--- src/hw/rtl/hcbd_pkg.sv ---
`default_nettype none

package hcbd_pkg;

  // Parser modes
  typedef enum logic [1:0] {
    MODE_SIZE = 2'd0,
    MODE_BODY = 2'd1,
    MODE_SKIP = 2'd2,
    MODE_DONE = 2'd3
  } mode_t;

  // Result status codes
  localparam logic [2:0] ST_OK       = 3'd0;
  localparam logic [2:0] ST_COMPLETE = 3'd1;
  localparam logic [2:0] ST_TRUNC    = 3'd2;
  localparam logic [2:0] ST_LONG     = 3'd3;
  localparam logic [2:0] ST_OVERFLOW = 3'd4;
  localparam logic [2:0] ST_EOF_LINE = 3'd5;

  // Characters of interest
  localparam logic [7:0] CHR_TAB = 8'h09;
  localparam logic [7:0] CHR_LF  = 8'h0A;
  localparam logic [7:0] CHR_VT  = 8'h0B;
  localparam logic [7:0] CHR_FF  = 8'h0C;
  localparam logic [7:0] CHR_CR  = 8'h0D;
  localparam logic [7:0] CHR_SP  = 8'h20;

  localparam int unsigned SIZE_W = 63;

  // Parser state, apart from the line length whose width is a parameter
  typedef struct packed {
    mode_t             mode;
    logic [SIZE_W-1:0] rem;
    logic [SIZE_W-1:0] acc;
    logic              hex_ended;
    logic              saw_cr;
    logic              digit_seen;
    logic [2:0]        err;
  } hcbd_state_t;

  // One result item
  typedef struct packed {
    logic [7:0] out_byte;
    logic       body_valid;
    logic [2:0] status;
  } hcbd_res_t;

endpackage

`default_nettype wire

--- src/hw/rtl/hcbd_if.sv ---
`default_nettype none

// Input channel: one raw byte or an end-of-stream marker per request
interface hcbd_in_if;
  logic       valid;
  logic       ready;
  logic [7:0] in_byte;
  logic       stream_end;

  modport source (output valid, output in_byte, output stream_end, input ready);
  modport sink   (input valid, input in_byte, input stream_end, output ready);
endinterface

// Result channel: one decoded result per request
interface hcbd_out_if;
  logic       valid;
  logic       ready;
  logic [7:0] out_byte;
  logic       body_valid;
  logic [2:0] status;

  modport source (output valid, output out_byte, output body_valid, output status,
                  input ready);
  modport sink   (input valid, input out_byte, input body_valid, input status,
                  output ready);
endinterface

`default_nettype wire

--- src/hw/rtl/http_chunked_body_decoder_top.sv ---
`default_nettype none

// HTTP/1.1 chunked body decoder. Each request on in_chan carries one raw byte
// (or an end-of-stream marker) and produces exactly one result on out_chan in the
// next cycle: a body byte with body_valid set, or a status only. A new byte is
// taken every cycle while the result register is empty or being drained; the
// rate is one byte per cycle, set by the combinational update of the parser
// state (hex shift-add of the size line, 63-bit decrement of the chunk count).
// Errors (truncation, line too long, size overflow, end inside a size line)
// stick until reset. LINE_BYTES bounds the content length of a size line.
module http_chunked_body_decoder_top
  import hcbd_pkg::*;
#(
  parameter int unsigned LINE_BYTES = 256
) (
  input  wire             clk,
  input  wire             rst_n,
  hcbd_in_if.sink         in_chan,
  hcbd_out_if.source      out_chan
);

  localparam int unsigned LW = $clog2(LINE_BYTES);

  hcbd_state_t   st_r;
  hcbd_state_t   st_nxt;
  logic [LW-1:0] len_r;
  logic [LW-1:0] len_nxt;
  hcbd_res_t     res_r;
  hcbd_res_t     res_nxt;
  logic          out_vld_r;
  logic          in_acc;

  // Accept while the result slot is empty or emptying this cycle
  assign in_chan.ready = !out_vld_r || out_chan.ready;
  assign in_acc        = in_chan.valid && in_chan.ready;

  hcbd_step #(
    .LINE_BYTES (LINE_BYTES)
  ) u_step (
    .cur        (st_r),
    .len        (len_r),
    .in_byte    (in_chan.in_byte),
    .stream_end (in_chan.stream_end),
    .nxt        (st_nxt),
    .len_nxt    (len_nxt),
    .res        (res_nxt)
  );

  // Parser state
  always_ff @(posedge clk) begin
    if (!rst_n) begin
      st_r.mode       <= MODE_SIZE;
      st_r.rem        <= '0;
      st_r.acc        <= '0;
      st_r.hex_ended  <= 1'b0;
      st_r.saw_cr     <= 1'b0;
      st_r.digit_seen <= 1'b0;
      st_r.err        <= ST_OK;
      len_r           <= '0;
    end else if (in_acc) begin
      st_r  <= st_nxt;
      len_r <= len_nxt;
    end
  end

  // Result register
  always_ff @(posedge clk) begin
    if (!rst_n) begin
      out_vld_r <= 1'b0;
    end else if (in_acc) begin
      out_vld_r <= 1'b1;
    end else if (out_chan.ready) begin
      out_vld_r <= 1'b0;
    end
  end

  always_ff @(posedge clk) begin
    if (in_acc) begin
      res_r <= res_nxt;
    end
  end

  assign out_chan.valid      = out_vld_r;
  assign out_chan.out_byte   = res_r.out_byte;
  assign out_chan.body_valid = res_r.body_valid;
  assign out_chan.status     = res_r.status;

endmodule

`default_nettype wire

--- src/hw/rtl/hcbd_step.sv ---
`default_nettype none

module hcbd_step
  import hcbd_pkg::*;
#(
  parameter int unsigned LINE_BYTES = 256
) (
  input  hcbd_state_t                      cur,
  input  logic [$clog2(LINE_BYTES)-1:0]    len,
  input  logic [7:0]                       in_byte,
  input  logic                             stream_end,
  output hcbd_state_t                      nxt,
  output logic [$clog2(LINE_BYTES)-1:0]    len_nxt,
  output hcbd_res_t                        res
);

  localparam int unsigned LW  = $clog2(LINE_BYTES);
  localparam int unsigned LSW = LW + 2;

  logic              is_cr;
  logic              is_lf;
  logic              is_blank;
  logic              is_digit;
  logic [3:0]        digit;
  logic              line_end;
  logic [1:0]        n_count;
  logic [LSW-1:0]    len_sum;
  logic              long_err;
  logic              ovf_err;
  logic [SIZE_W-1:0] rem_dec;

  // Character classes and size line checks
  always_comb begin
    is_cr    = (in_byte == CHR_CR);
    is_lf    = (in_byte == CHR_LF);
    is_blank = (in_byte == CHR_SP) || (in_byte == CHR_TAB) || is_cr || is_lf ||
               (in_byte == CHR_VT) || (in_byte == CHR_FF);
    is_digit = 1'b1;
    digit    = 4'd0;
    if (in_byte >= "0" && in_byte <= "9") begin
      digit = 4'(in_byte - 8'("0"));
    end else if (in_byte >= "a" && in_byte <= "f") begin
      digit = 4'(in_byte - 8'("a") + 8'd10);
    end else if (in_byte >= "A" && in_byte <= "F") begin
      digit = 4'(in_byte - 8'("A") + 8'd10);
    end else begin
      is_digit = 1'b0;
    end
    line_end = cur.saw_cr && is_lf;
    // a pending CR that is not part of CRLF counts now, plus this byte unless CR
    n_count  = {1'b0, cur.saw_cr} + {1'b0, !is_cr};
    len_sum  = LSW'(len) + LSW'(n_count);
    long_err = (n_count != 2'd0) && (len_sum >= LSW'(LINE_BYTES));
    ovf_err  = !cur.hex_ended && is_digit && (cur.acc[SIZE_W-1:SIZE_W-4] != 4'd0);
    rem_dec  = cur.rem - SIZE_W'(1);
  end

  // Next state
  always_comb begin
    nxt     = cur;
    len_nxt = len;
    if (cur.err != ST_OK) begin
      // sticky error: hold everything
    end else if (stream_end) begin
      if (cur.mode == MODE_SIZE) begin
        nxt.err = ST_EOF_LINE;
      end else if (cur.mode != MODE_DONE) begin
        nxt.err = ST_TRUNC;
      end
    end else begin
      unique case (cur.mode)
        MODE_SIZE: begin
          if (line_end) begin
            nxt.mode       = (cur.acc == '0) ? MODE_DONE : MODE_BODY;
            nxt.rem        = cur.acc;
            nxt.acc        = '0;
            nxt.hex_ended  = 1'b0;
            nxt.saw_cr     = 1'b0;
            nxt.digit_seen = 1'b0;
            len_nxt        = '0;
          end else if (long_err) begin
            nxt.err = ST_LONG;
          end else if (ovf_err) begin
            nxt.err = ST_OVERFLOW;
          end else begin
            len_nxt    = len_sum[LW-1:0];
            nxt.saw_cr = is_cr;
            if (!cur.hex_ended) begin
              if (is_digit) begin
                nxt.acc        = {cur.acc[SIZE_W-5:0], digit};
                nxt.digit_seen = 1'b1;
              end else if (cur.digit_seen || !is_blank) begin
                nxt.hex_ended = 1'b1;
              end
            end
          end
        end
        MODE_BODY: begin
          if (rem_dec == '0) begin
            nxt.mode = MODE_SKIP;
            nxt.rem  = SIZE_W'(2);
          end else begin
            nxt.rem = rem_dec;
          end
        end
        MODE_SKIP: begin
          nxt.rem = rem_dec;
          if (rem_dec == '0) begin
            nxt.mode       = MODE_SIZE;
            nxt.acc        = '0;
            nxt.hex_ended  = 1'b0;
            nxt.saw_cr     = 1'b0;
            nxt.digit_seen = 1'b0;
            len_nxt        = '0;
          end
        end
        MODE_DONE: begin
          // trailers are dropped
        end
        default: begin
          nxt.mode = MODE_DONE;
        end
      endcase
    end
  end

  // Result
  always_comb begin
    res.out_byte   = 8'd0;
    res.body_valid = 1'b0;
    res.status     = ST_OK;
    if (cur.err != ST_OK) begin
      res.status = cur.err;
    end else if (stream_end) begin
      unique case (cur.mode)
        MODE_DONE: res.status = ST_COMPLETE;
        MODE_SIZE: res.status = ST_EOF_LINE;
        default:   res.status = ST_TRUNC;
      endcase
    end else begin
      unique case (cur.mode)
        MODE_SIZE: begin
          if (line_end) begin
            res.status = (cur.acc == '0) ? ST_COMPLETE : ST_OK;
          end else if (long_err) begin
            res.status = ST_LONG;
          end else if (ovf_err) begin
            res.status = ST_OVERFLOW;
          end
        end
        MODE_BODY: begin
          res.out_byte   = in_byte;
          res.body_valid = 1'b1;
        end
        MODE_DONE: res.status = ST_COMPLETE;
        default:   res.status = ST_OK;
      endcase
    end
  end

endmodule

`default_nettype wire

--- src/flat_wrapper.sv ---
// flat-port wrapper written by rule: the top's interface ports become plain ports
module http_chunked_body_decoder_top_flat import hcbd_pkg::*;
#(
  parameter int unsigned LINE_BYTES = 256
)
  (clk, rst_n, in_chan_valid, in_chan_in_byte, in_chan_stream_end, in_chan_ready, out_chan_valid, out_chan_out_byte, out_chan_body_valid, out_chan_status, out_chan_ready);
  hcbd_in_if in_chan_i ();
  hcbd_out_if out_chan_i ();
  input  wire clk;
  input  wire rst_n;
  input wire logic [$bits(in_chan_i.valid)-1:0] in_chan_valid;
  input wire logic [$bits(in_chan_i.in_byte)-1:0] in_chan_in_byte;
  input wire logic [$bits(in_chan_i.stream_end)-1:0] in_chan_stream_end;
  output wire logic [$bits(in_chan_i.ready)-1:0] in_chan_ready;
  output wire logic [$bits(out_chan_i.valid)-1:0] out_chan_valid;
  output wire logic [$bits(out_chan_i.out_byte)-1:0] out_chan_out_byte;
  output wire logic [$bits(out_chan_i.body_valid)-1:0] out_chan_body_valid;
  output wire logic [$bits(out_chan_i.status)-1:0] out_chan_status;
  input wire logic [$bits(out_chan_i.ready)-1:0] out_chan_ready;
  assign in_chan_i.valid = in_chan_valid;
  assign in_chan_i.in_byte = in_chan_in_byte;
  assign in_chan_i.stream_end = in_chan_stream_end;
  assign in_chan_ready = in_chan_i.ready;
  assign out_chan_valid = out_chan_i.valid;
  assign out_chan_out_byte = out_chan_i.out_byte;
  assign out_chan_body_valid = out_chan_i.body_valid;
  assign out_chan_status = out_chan_i.status;
  assign out_chan_i.ready = out_chan_ready;
  http_chunked_body_decoder_top #(.LINE_BYTES(LINE_BYTES)) u_core (.clk(clk), .rst_n(rst_n), .in_chan(in_chan_i), .out_chan(out_chan_i));
endmodule
--- config.mk ---
export PLATFORM = sky130hd
export DESIGN_NAME = http_chunked_body_decoder_top_flat
export DESIGN_NICKNAME = d
export VERILOG_FILES = /design/src/hw/rtl/hcbd_pkg.sv /design/src/hw/rtl/hcbd_if.sv /design/src/hw/rtl/http_chunked_body_decoder_top.sv /design/src/hw/rtl/hcbd_step.sv /design/src/flat_wrapper.sv
export SDC_FILE = /design/constraint.sdc
export NUM_CORES = 1
export LEC_CHECK = 0
export BUFFER_PORTS_ARGS = -buffer_cell sky130_fd_sc_hd__buf_2
export CAP_MARGIN = 20
export CELL_PAD_IN_SITES_DETAIL_PLACEMENT = 1
export CELL_PAD_IN_SITES_GLOBAL_PLACEMENT = 2
export CORE_ASPECT_RATIO = 2
export CORE_UTILIZATION = 42
export CTS_CLUSTER_DIAMETER = 100
export CTS_CLUSTER_SIZE = 28
export DETAILED_ROUTE_END_ITERATION = 7
export PLACE_DENSITY = 0.9
export SYNTH_ARGS = -nofsm -noshare
export SYNTH_HDL_FRONTEND = slang
export SYNTH_SLANG_ARGS = --single-unit
export TNS_END_PERCENT = 50
--- constraint.sdc ---
create_clock -name clk -period 6.8 [get_ports clk]
set_clock_uncertainty 0.1 [all_clocks]
set_input_delay 0.68 -clock clk [delete_from_list [all_inputs] [get_ports clk]]
set_output_delay 0.68 -clock clk [all_outputs]
set_load 0.03 [all_outputs]
== Word level (Yosys, flattened, before mapping) ==
Index checks and enable logic that the tools add are counted.

* Flip-flop bits (word level): 155
* Bits in latches: 0
* Memory bits (writable): 0
* ROM bits: 0
* Input port bits: 13
* Output and inout bits: 14
* Word-level logic and storage cells: 132
* Memories: 0

* $add $sub $neg: 8
* Multiply operators: 0
* Div/mod/pow operators: 0
* Order comparisons: 7
* Equality and inequality tests: 18
* Shifts and indexed selects: 0
* Muxes and demuxes: 46
* Bitwise gates (word level): 3
* Reduce and logical (&&, ||, !) cells: 38

{| class="wikitable"
|+ Operator list
! cell !! number
|-
| $mux W66 || 4
|-
| $pmux W65 S3 || 1
|-
| $pmux W66 S2 || 1
|-
| $logic_not A63 Y1 || 2
|-
| $mux W63 || 2
|-
| $mux W65 || 1
|-
| $mux W64 || 1
|-
| $sub A63 B1 Y63 const B || 1
|-
| $eq A8 B4 Y1 const B || 5
|-
| $mux W3 || 12
|-
| $mux W8 || 4
|-
| $ge A8 B7 Y1 const B || 2
|-
| $le A8 B7 Y1 const B || 2
|-
| $pmux W8 S2 || 1
|-
| $reduce_and A7 Y1 || 2
|-
| $mux W4 || 3
|-
| $ne A3 B3 Y1 const B || 4
|-
| $pmux W3 S2 || 2
|-
| $sub A4 B1 Y4 const B || 3
|-
| $mux W1 || 11
|-
| $ne A2 B2 Y1 const B || 5
|-
| $reduce_bool A2 Y1 || 5
|-
| $add A8 B2 Y9 || 1
|-
| $ge A9 B9 Y1 const B || 1
|-
| 20 further kinds || 44
|}

== Longest topological paths before layout ==
Gate-level depths: netlist of the first run.

* Depth in word-level cells: 15
* Depth in mapped cells: 18

== By module ==
From an unflattened synthesis of the first run, not the netlist that was laid out.

* Cell total of the unflattened synthesis: 1508
* Area total of the unflattened synthesis: 11504.8 sq um

{| class="wikitable"
|+ Modules (own cells, without submodules)
! module !! times used !! cells an instance !! area an instance (sq um) !! sequential area each (sq um)
|-
| http_chunked_body_decoder_top || 1 || 633 || 6004.5 || 3223.1
|-
| hcbd_step || 1 || 875 || 5500.3 || 0.0
|}

== Worst setup path after synthesis of the first run ==
No wires, ideal clock.

* Kind: input port to flip-flop
* Start point: input port in_chan_in_byte[5]
* End point: register u_core.len_r[3]
* Setup time: 0.059 ns
* Arrival: 4.096 ns
* Data required time: 6.641 ns
* Path slack: 2.545 ns
* Stages on the path: 17
* Path through: nand2b_1 nor4_1 nand3_1 inv_1 ha_1 ha_1 fa_1 and3_1 nand3_1 nor3_1 a21o_1 a21oi_1 nand3_1 clkbuf_1 or3b_2 nor3b_1 o221a_2

* Cells in the longest elaborated chain, start to end: 9

{| class="wikitable"
|+ RTL lines
! what !! RTL line !! text
|-
| start: declaration || flat_wrapper.sv:12 || <nowiki>input wire logic [$bits(in_chan_i.in_byte)-1:0] in_chan_in_byte;</nowiki>
|-
| branches (longest 9 deep; another with $add A8 B2 Y9) || - ||
|-
| end signal: assignment || http_chunked_body_decoder_top.sv:62 || <nowiki>len_r <= len_nxt;</nowiki>
|-
| end: declaration || http_chunked_body_decoder_top.sv:26 || <nowiki>logic [LW-1:0] len_r;</nowiki>
|}

Parallel ways; which one is timed is not known. The select of a mux whose other input is x is not followed.
A chain may end at the register's enable or synchronous reset.

== Worst setup path after layout of the first run ==
* Start point: register u_core.st_r[70] (netlist name)
* End point: register u_core.st_r[105] (netlist name)

* Cells in the longest elaborated chain, start to end: 4

{| class="wikitable"
|+ RTL lines
! what !! RTL line !! text
|-
| start: declaration || http_chunked_body_decoder_top.sv:24 || <nowiki>hcbd_state_t st_r;</nowiki>
|-
| start signal: assignment || http_chunked_body_decoder_top.sv:61 || <nowiki>st_r <= st_nxt;</nowiki>
|-
| $sub A63 B1 Y63 (*) || hcbd_step.sv:55 || <nowiki>rem_dec = cur.rem - SIZE_W'(1);</nowiki>
|-
| $logic_not A63 Y1 || hcbd_step.sv:99 || <nowiki>if (rem_dec == '0) begin</nowiki>
|-
| $mux W63 || hcbd_step.sv:99 ||
|-
| $pmux W65 S3 (*) || hcbd_step.sv:71 || <nowiki>unique case (cur.mode)</nowiki>
|}

Every way passes the cells marked *; elsewhere a longest branch is shown, timed or not.

==> impl_results.md, run 1 <==
* EDFF count, synth at 12
* CTS buffer count at 17
* CTS tree: yes
* Post-Route WL at 36200 um
* Clk buf depth at 2
* Worst min path class: flip-flop to flip-flop
* Critical path type: flip-flop to flip-flop
* Pwr dens at 199 nW/um2
* Crit. End Element: flip-flop
* Share of post-route cells with drive strength above 1 at 0.109
* Main synth FF type: dfxtp_1
* Total number of vias at 8973
* Tmin final at 5.64 ns
* Net count after synthesis at 1150
* Max_cap viols at 0
* Postcts setup bufs at 0
* Fin. Hold Viols at 0
* Later-pin clock latency in the skew report at 0.45 ns
* CTS Hold Bufs at 0
* Crit path required time at 7.00 ns
* Fillers at 2625
* Flops & latches, synth at 155
* Combinational share of power at 0.041
* FP Rows at 76
* F_max at 177 MHz
* Psw at 484 uW
* GRT Residual Overflow at 0
* CP cell instances: inv_1, ha_1, nor4b_1, nand4_1, nor2_1, nand2_1, a2111o_1, or4_1, o41ai_1, a21oi_4, buf_4, a221oi_1, a21oi_1
* Post-synthesis sequential area ratio at 0.352
* DRT Pass-1 Iters at 5
* DR vias/cell at 6.48
* Routability congestion estimate at 0.972
* Rel. slew slack at 0.247
* Largest net degree at the start of global routing at 76
* Area growth syn-to-layout at 9.61%
* Worst VDD drop at 0.171 mV
* TNS Setup at 0 ns
* Global-route wire length before repair at 54900 um
* Final WS setup at 1.16 ns
* Arr. time, crit path at 5.84 ns
* DRT iter0 DRCs at 422
* Wire per inst at 26.2 um
* RSZ-0062 raised after global routing: false
* Initial core utilization at 0.427
* Synth top area share at 0.312
* Core area at 21500 um2
* Port bufs at 26
* DPL Wire Length at 26700 um
* Overall routing resource usage at 0.337
* Vias in the first global route at 9255
* Syn_area_per_cell at 8.18 um2
* Antenna violations before repair at 1
* Reg clk slew, reported paths at 0.07 ns
* Worst-Margin Slew at 1.12 ns
* Period utilization at 0.829
* Slowest CP cell: o41ai_1
* Synth area leaders: dfxtp_1, a2bb2o_1, nor3_1
* CTS HTree Levels at 4
* Pre-CTS setup slack at 1.27 ns
* Async SR Flop Fraction at 0
* Switch share at 0.242
* Number of diodes at 0
* Netlist cell types at 79
* CP top delay family: simple AND/OR/NAND/NOR gates
* Startpoint class of the critical path: flip-flop
* Post-route ant nets at 0
* Final setup fails at 0
* Final max-slew violation count at 0
* Mapped Cells at 1120
* I/O pin count at 27
* PostCTS Resize Cnt at 0
* Die ar. at 22500 um2
* Final Net Count at 1129
* Status: finished, final reports clean
* Worst path bufs/invs at 2
* Clock share of power at 0.495
* CTS sink count at 155
* Reg power frac at 0.464
* Yosys top cell by area: dfxtp_1
* Critical path's largest stage delay at 0.94 ns
* Synthesized cell area at 9170 um2
* Leak at 3.96 nW
* Synth warnings at 0
* CP max FO at 39
* CTS root buf: clkbuf_16
* Die Wd at 106 um
* P_int at 1.52 mW
* Die Span Y at 211 um
* Post-route DRC at 0
## flip-flops by register name (all words and copies together) (netlist names)
signal and count:
u_core.out_chan.status 3, u_core.out_chan.out_byte 8, u_core.len_r 8, u_core.out_chan.body_valid 1, u_core.st_r 134, u_core.out_chan.valid 1
## power groups by stage
stage	clock (mW)	combinational [mW]	sequential, mW
floorplan	0	0.0484	0.960
global placement	0	0.0817	0.951
detailed placement	0	0.0825	0.951
CTS	1.00	0.0827	0.930
global route	1.03	0.0883	0.931
finish	0.991	0.0822	0.930
## worst register-to-register path: cells and delay by family, from the launching register on
family	cells	cell delay (ns)
AND/OR/NAND/NOR	5	2.11
AO/OA/AOI/OAI	5	2.08
buffers and inverters	2	0.45
flip-flops	1	0.38
adder cells (fa/ha/maj)	1	0.38
## layer usage
layer,wire (um),vias up,GRT usage
met5,12,-,0
li1,-,4150,-
met2,19700,246,0.632
met4,4000,2,0.327
met3,959,140,0.0568
met1,11500,4435,0.289
## metrics by stage
step	hold slack [ns]	total power, mW	area (um2)	util	instances
6_report	0.366	2.00	10000	0.468	1385
5_1_grt	0.376	2.05	10000	0.468	1385
4_1_cts	0.368	2.02	10000	0.466	1382
3_5_place_dp	0.352	1.03	9430	0.439	1350
3_3_place_gp	0.341	1.03	9410	0.438	1349
2_1_floorplan	0.335	1.01	9170	-	1120
## cells by family after synthesis
| group | synth area share |
|---|---|
| mux | 0.00792 |
| simple gates | 0.273 |
| compound gates | 0.250 |
| xor+xnor | 0.0229 |
| fa+ha+maj | 0.0240 |
| flops | 0.352 |
| buf+inv | 0.0706 |
## layout by cell type, fill, tap and decap left out, types with 6 or more instances in the layout
cell type  instances
inv_1             75
a211oi_1          10
dfxtp_1          143
nand2b_1           7
a2bb2o_4          10
o31a_1             8
ha_1              16
a2bb2o_1          49
or2_2              6
or3_1             25
a22oi_1            7
a31oi_1           22
and2_1            15
nor4_1            47
xor2_1            10
or4_1             19
o31ai_1            8
clkbuf_16         17
buf_2             26
nor3_1            77
xnor2_1           14
a221oi_1          12
a21oi_1           66
edfxtp_1          12
nor2b_1           11
buf_4             14
o221a_2           10
nand3_1           47
nor2_1            66
nand2_1           70
o21ai_0           51
nand4_1           27
## synth_stat cells (22+ instances only)
library cell and number:
inv_1 75, or3_1 25, o21ai_0 51, a2bb2o_1 49
a21oi_1 67, nand2_1 70, a31oi_1 22, nor4_1 48
nor3_1 77, clkbuf_1 70, nand4_1 27, dfxtp_1 143
nor2_1 66, nand3_1 47
## path summary, 6_finish.rpt
check | start | endpoint | slack, ns | depth (start not counted)
worst max-delay path | u_core.st_r[70] | u_core.st_r[105] | 1.16 | 13
worst max register to register | u_core.st_r[70] | u_core.st_r[105] | 1.16 | 13
worst min register to register | u_core.st_r[28] | u_core.st_r[32] | 0.37 | 1
worst min-delay path | u_core.st_r[28] | u_core.st_r[32] | 0.37 | 1
## area by class of cell
| class | count | area (um2) | area share |
|---|---|---|---|
| Timing Repair Buffer | 44 | 278 | 0.0276 |
| Clock inverter | 11 | 135 | 0.0134 |
| Inverter | 76 | 285 | 0.0284 |
| Multi-Input combinational cell | 805 | 5320 | 0.530 |
| Tap cell | 273 | 342 | 0.0340 |
| Sequential cell | 155 | 3220 | 0.321 |
| Clock buffer | 21 | 460 | 0.0458 |
(Power assumes the default switching activity.)
==> run 2, diff against run 1 <==
--- a/config.mk
+++ b/config.mk
@@ -10,11 +10,11 @@
 export CELL_PAD_IN_SITES_DETAIL_PLACEMENT = 1
 export CELL_PAD_IN_SITES_GLOBAL_PLACEMENT = 2
 export CORE_ASPECT_RATIO = 2
-export CORE_UTILIZATION = 42
+export CORE_UTILIZATION = 39
 export CTS_CLUSTER_DIAMETER = 100
 export CTS_CLUSTER_SIZE = 28
 export DETAILED_ROUTE_END_ITERATION = 7
-export PLACE_DENSITY = 0.9
+export PLACE_DENSITY = 0.85
 export SYNTH_ARGS = -nofsm -noshare
 export SYNTH_HDL_FRONTEND = slang
 export SYNTH_SLANG_ARGS = --single-unit
==> constraint.sdc (replaced) <==
create_clock -name clk -period 5.6 [get_ports clk]
set_clock_uncertainty 0.1 [all_clocks]
set_input_delay 0.56 -clock clk [delete_from_list [all_inputs] [get_ports clk]]
set_output_delay 0.56 -clock clk [all_outputs]
set_load 0.03 [all_outputs]
==> run 2 against run 1 <==
Design area increased by 0.40%. Sequential share of layout area is 0.13 points lower. Clock power increased by 15%. Utilization is 3.1 points lower. Sequential power rose by 22%. Hold slack worse by 0.13 ns. Final cell count grew 1.0%. First-iteration DRC count fell by 8.3%. Power is 19% higher.
==> impl_results.md, run 2 (synthesis results as in run 1) <==
* Reg clk slew, reported paths at 0.07 ns (about the same)
* Largest Register: u_core.st_r (unchanged)
* Postcts setup bufs at 0 (unchanged)
* Final setup fails at 0 (unchanged)
* Max reg flops at 134 (unchanged)
* CTS Hold Bufs at 0 (unchanged)
* Wire per inst at 26.4 um (was 26.2 um)
* Post-route ant nets at 0 (unchanged)
* Post-Route WL at 37000 um (was 36200 um)
* CP cell instances: nor4_4, nand4_2, or3_1, o21ai_0, nand4_1, or4_1, nor4_4, a21boi_2, o31ai_4, buf_12, a2bb2o_1 (was inv_1, ha_1, nor4b_1, nand4_1, nor2_1, nand2_1, a2111o_1, or4_1, o41ai_1, a21oi_4, buf_4, a221oi_1, a21oi_1)
* Hold Path Cell Cnt at 3 (was 1)
* Die ar. at 24200 um2 (was 22500 um2)
* Status: finished, final reports clean (unchanged)
* Tot Pwr at 2.38 mW (was 2.00 mW)
* Arr. time, crit path at 5.41 ns (was 5.84 ns)
* Most common cell after layout, fill and taps aside: dfxtp_1 (unchanged)
* GRT Residual Overflow at 0 (unchanged)
* Core area at 23100 um2 (was 21500 um2)
* Antenna violations before repair at 0 (was 1)
* Final core occ at 0.436 (was 0.468)
* Leak at 3.96 nW (about the same)
* Die Span Y at 219 um (was 211 um)
* Period utilization at 0.924 (was 0.829)
* CTS root buf: clkbuf_16 (unchanged)
* Startpoint class of the critical path: flip-flop (unchanged)
* CTS tree: yes (unchanged)
* Slowest CP cell: or4_1 (was o41ai_1)
* Post-route DRC at 0 (unchanged)
* Later-pin clock latency in the skew report at 0.45 ns (about the same)
* Initial core utilization at 0.396 (was 0.427)
* Critical path type: flip-flop to flip-flop (unchanged)
* Overall routing resource usage at 0.311 (was 0.337)
* Routability congestion estimate at 0.971 (was 0.972)
* CTS HTree Levels at 4 (unchanged)
* Tmin final at 5.18 ns (was 5.64 ns)
* FP Rows at 79 (was 76)
* CTS buffer count at 17 (unchanged)
* Worst min path class: input pin to flip-flop (was flip-flop to flip-flop)
* Number of diodes at 0 (unchanged)
* Critical path's most frequent cell: nor4_4
* RSZ-0062 raised after global routing: false (unchanged)
* WHS at 0.241 ns (was 0.366 ns)
* R2R setup slack at 0.42 ns (was 1.16 ns)
* Stages on worst setup path at 11 (was 13)
* Port bufs at 26 (unchanged)
* Commonest cells after routing, fill and taps aside: dfxtp_1, nor3_1, inv_1 (unchanged)
* TNS Setup at 0 ns (unchanged)
* Global-route wire length before repair at 55800 um (was 54900 um)
* Area growth syn-to-layout at 10.0% (was 9.61%)
* F_max at 193 MHz (was 177 MHz)
* CP max FO at 59 (was 39)
* Critical path's largest stage delay at 0.65 ns (was 0.94 ns)
* Worst-Margin Slew at 1.07 ns (was 1.12 ns)
* Pwr dens at 236 nW/um2 (was 199 nW/um2)
* Worst r2r path cells at 11 (was 13)
* Largest net degree at the start of global routing at 86 (was 76)
* Max_cap viols at 0 (unchanged)
* CP top delay family: simple AND/OR/NAND/NOR gates (unchanged)
* CTS sink count at 155 (unchanged)
* DRT iter0 DRCs at 387 (was 422)
* End point of the critical path: u_core.st_r[53] (was u_core.st_r[105])
* DRT Pass-1 Iters at 5 (unchanged)
* Final max-slew violation count at 0 (unchanged)
* Crit. End Element: flip-flop (unchanged)
* Vias in the first global route at 9423 (was 9255)
* R2R Path Start: u_core.st_r[72] (was u_core.st_r[70])
* DR vias/cell at 6.46 (was 6.48)
* Crit path required time at 5.84 ns (was 7.00 ns)
* Total number of vias at 9044 (was 8973)
* DPL Wire Length at 27600 um (was 26700 um)
* RR Endpoint: u_core.st_r[53] (was u_core.st_r[105])
* Worst VDD drop at 0.177 mV (was 0.171 mV)
* Clk buf depth at 2 (unchanged)
* Share of post-route cells with drive strength above 1 at 0.113 (was 0.109)
* PostCTS Resize Cnt at 0 (unchanged)
* Worst path bufs/invs at 1 (was 2)
* Final Net Count at 1133 (was 1129)
* I/O pin count at 27 (unchanged)
* Rel. slew slack at 0.281 (was 0.247)
* Die Wd at 110 um (was 106 um)
* Fin. Hold Viols at 0 (unchanged)
* Critical Path Source: u_core.st_r[72] (was u_core.st_r[70])
[run 2: metrics by stage]
stage / area (um2) / std cells / setup WS [ns]
detailed placement: 9520 / 1367 / 0.339
global route: 10100 / 1399 / 0.255
global placement: 9520 / 1367 / 0.441
finish: 10100 / 1399 / 0.424
floorplan: 9170 / 1120 / 1.36
CTS: 10100 / 1399 / 0.563
[run 2: how the worst min path moves through the flow]
stage / end / startpoint / slack [ns]
4_1_cts: u_core.out_chan.valid / in_chan_valid / 0.23
6_report: u_core.out_chan.valid / in_chan_valid / 0.24
3_3_place_gp: u_core.st_r[38] / u_core.st_r[34] / 0.34
2_1_floorplan: u_core.st_r[3] / u_core.st_r[3] / 0.33
3_5_place_dp: u_core.st_r[3] / u_core.st_r[3] / 0.35
5_1_grt: u_core.out_chan.valid / in_chan_valid / 0.26
[run 2: final cells by class]
cell class / instances / area [um2]
multi-input combinational: 805 / 5320
inverter: 76 / 285
sequential: 155 / 3220
clock buffer: 21 / 472
timing repair buffer: 48 / 333
tap: 283 / 354
fill: 2832 / 13000
clock inverter: 11 / 96.3
[run 2: power by group]
part | internal [mW] | switching, mW
Sequential | 1.12 | 0.00472
Clock | 0.617 | 0.527
Combinational | 0.0350 | 0.0680
Total | 1.78 | 0.600
[run 2: tightest hold or removal path: stages]
cell	delay, ns
buf_2	0.10
inv_1	0.04
a21oi_1	0.04
[run 2: metal layers]
| metal | vias to the layer above | wire, um | track usage |
|---|---|---|---|
| met2 | 222 | 19900 | 0.587 |
| met1 | 4537 | 12000 | 0.273 |
| met5 | - | 0 | 0 |
| met3 | 140 | 1010 | 0.0409 |
| met4 | 0 | 4050 | 0.314 |
| li1 | 4145 | - | - |
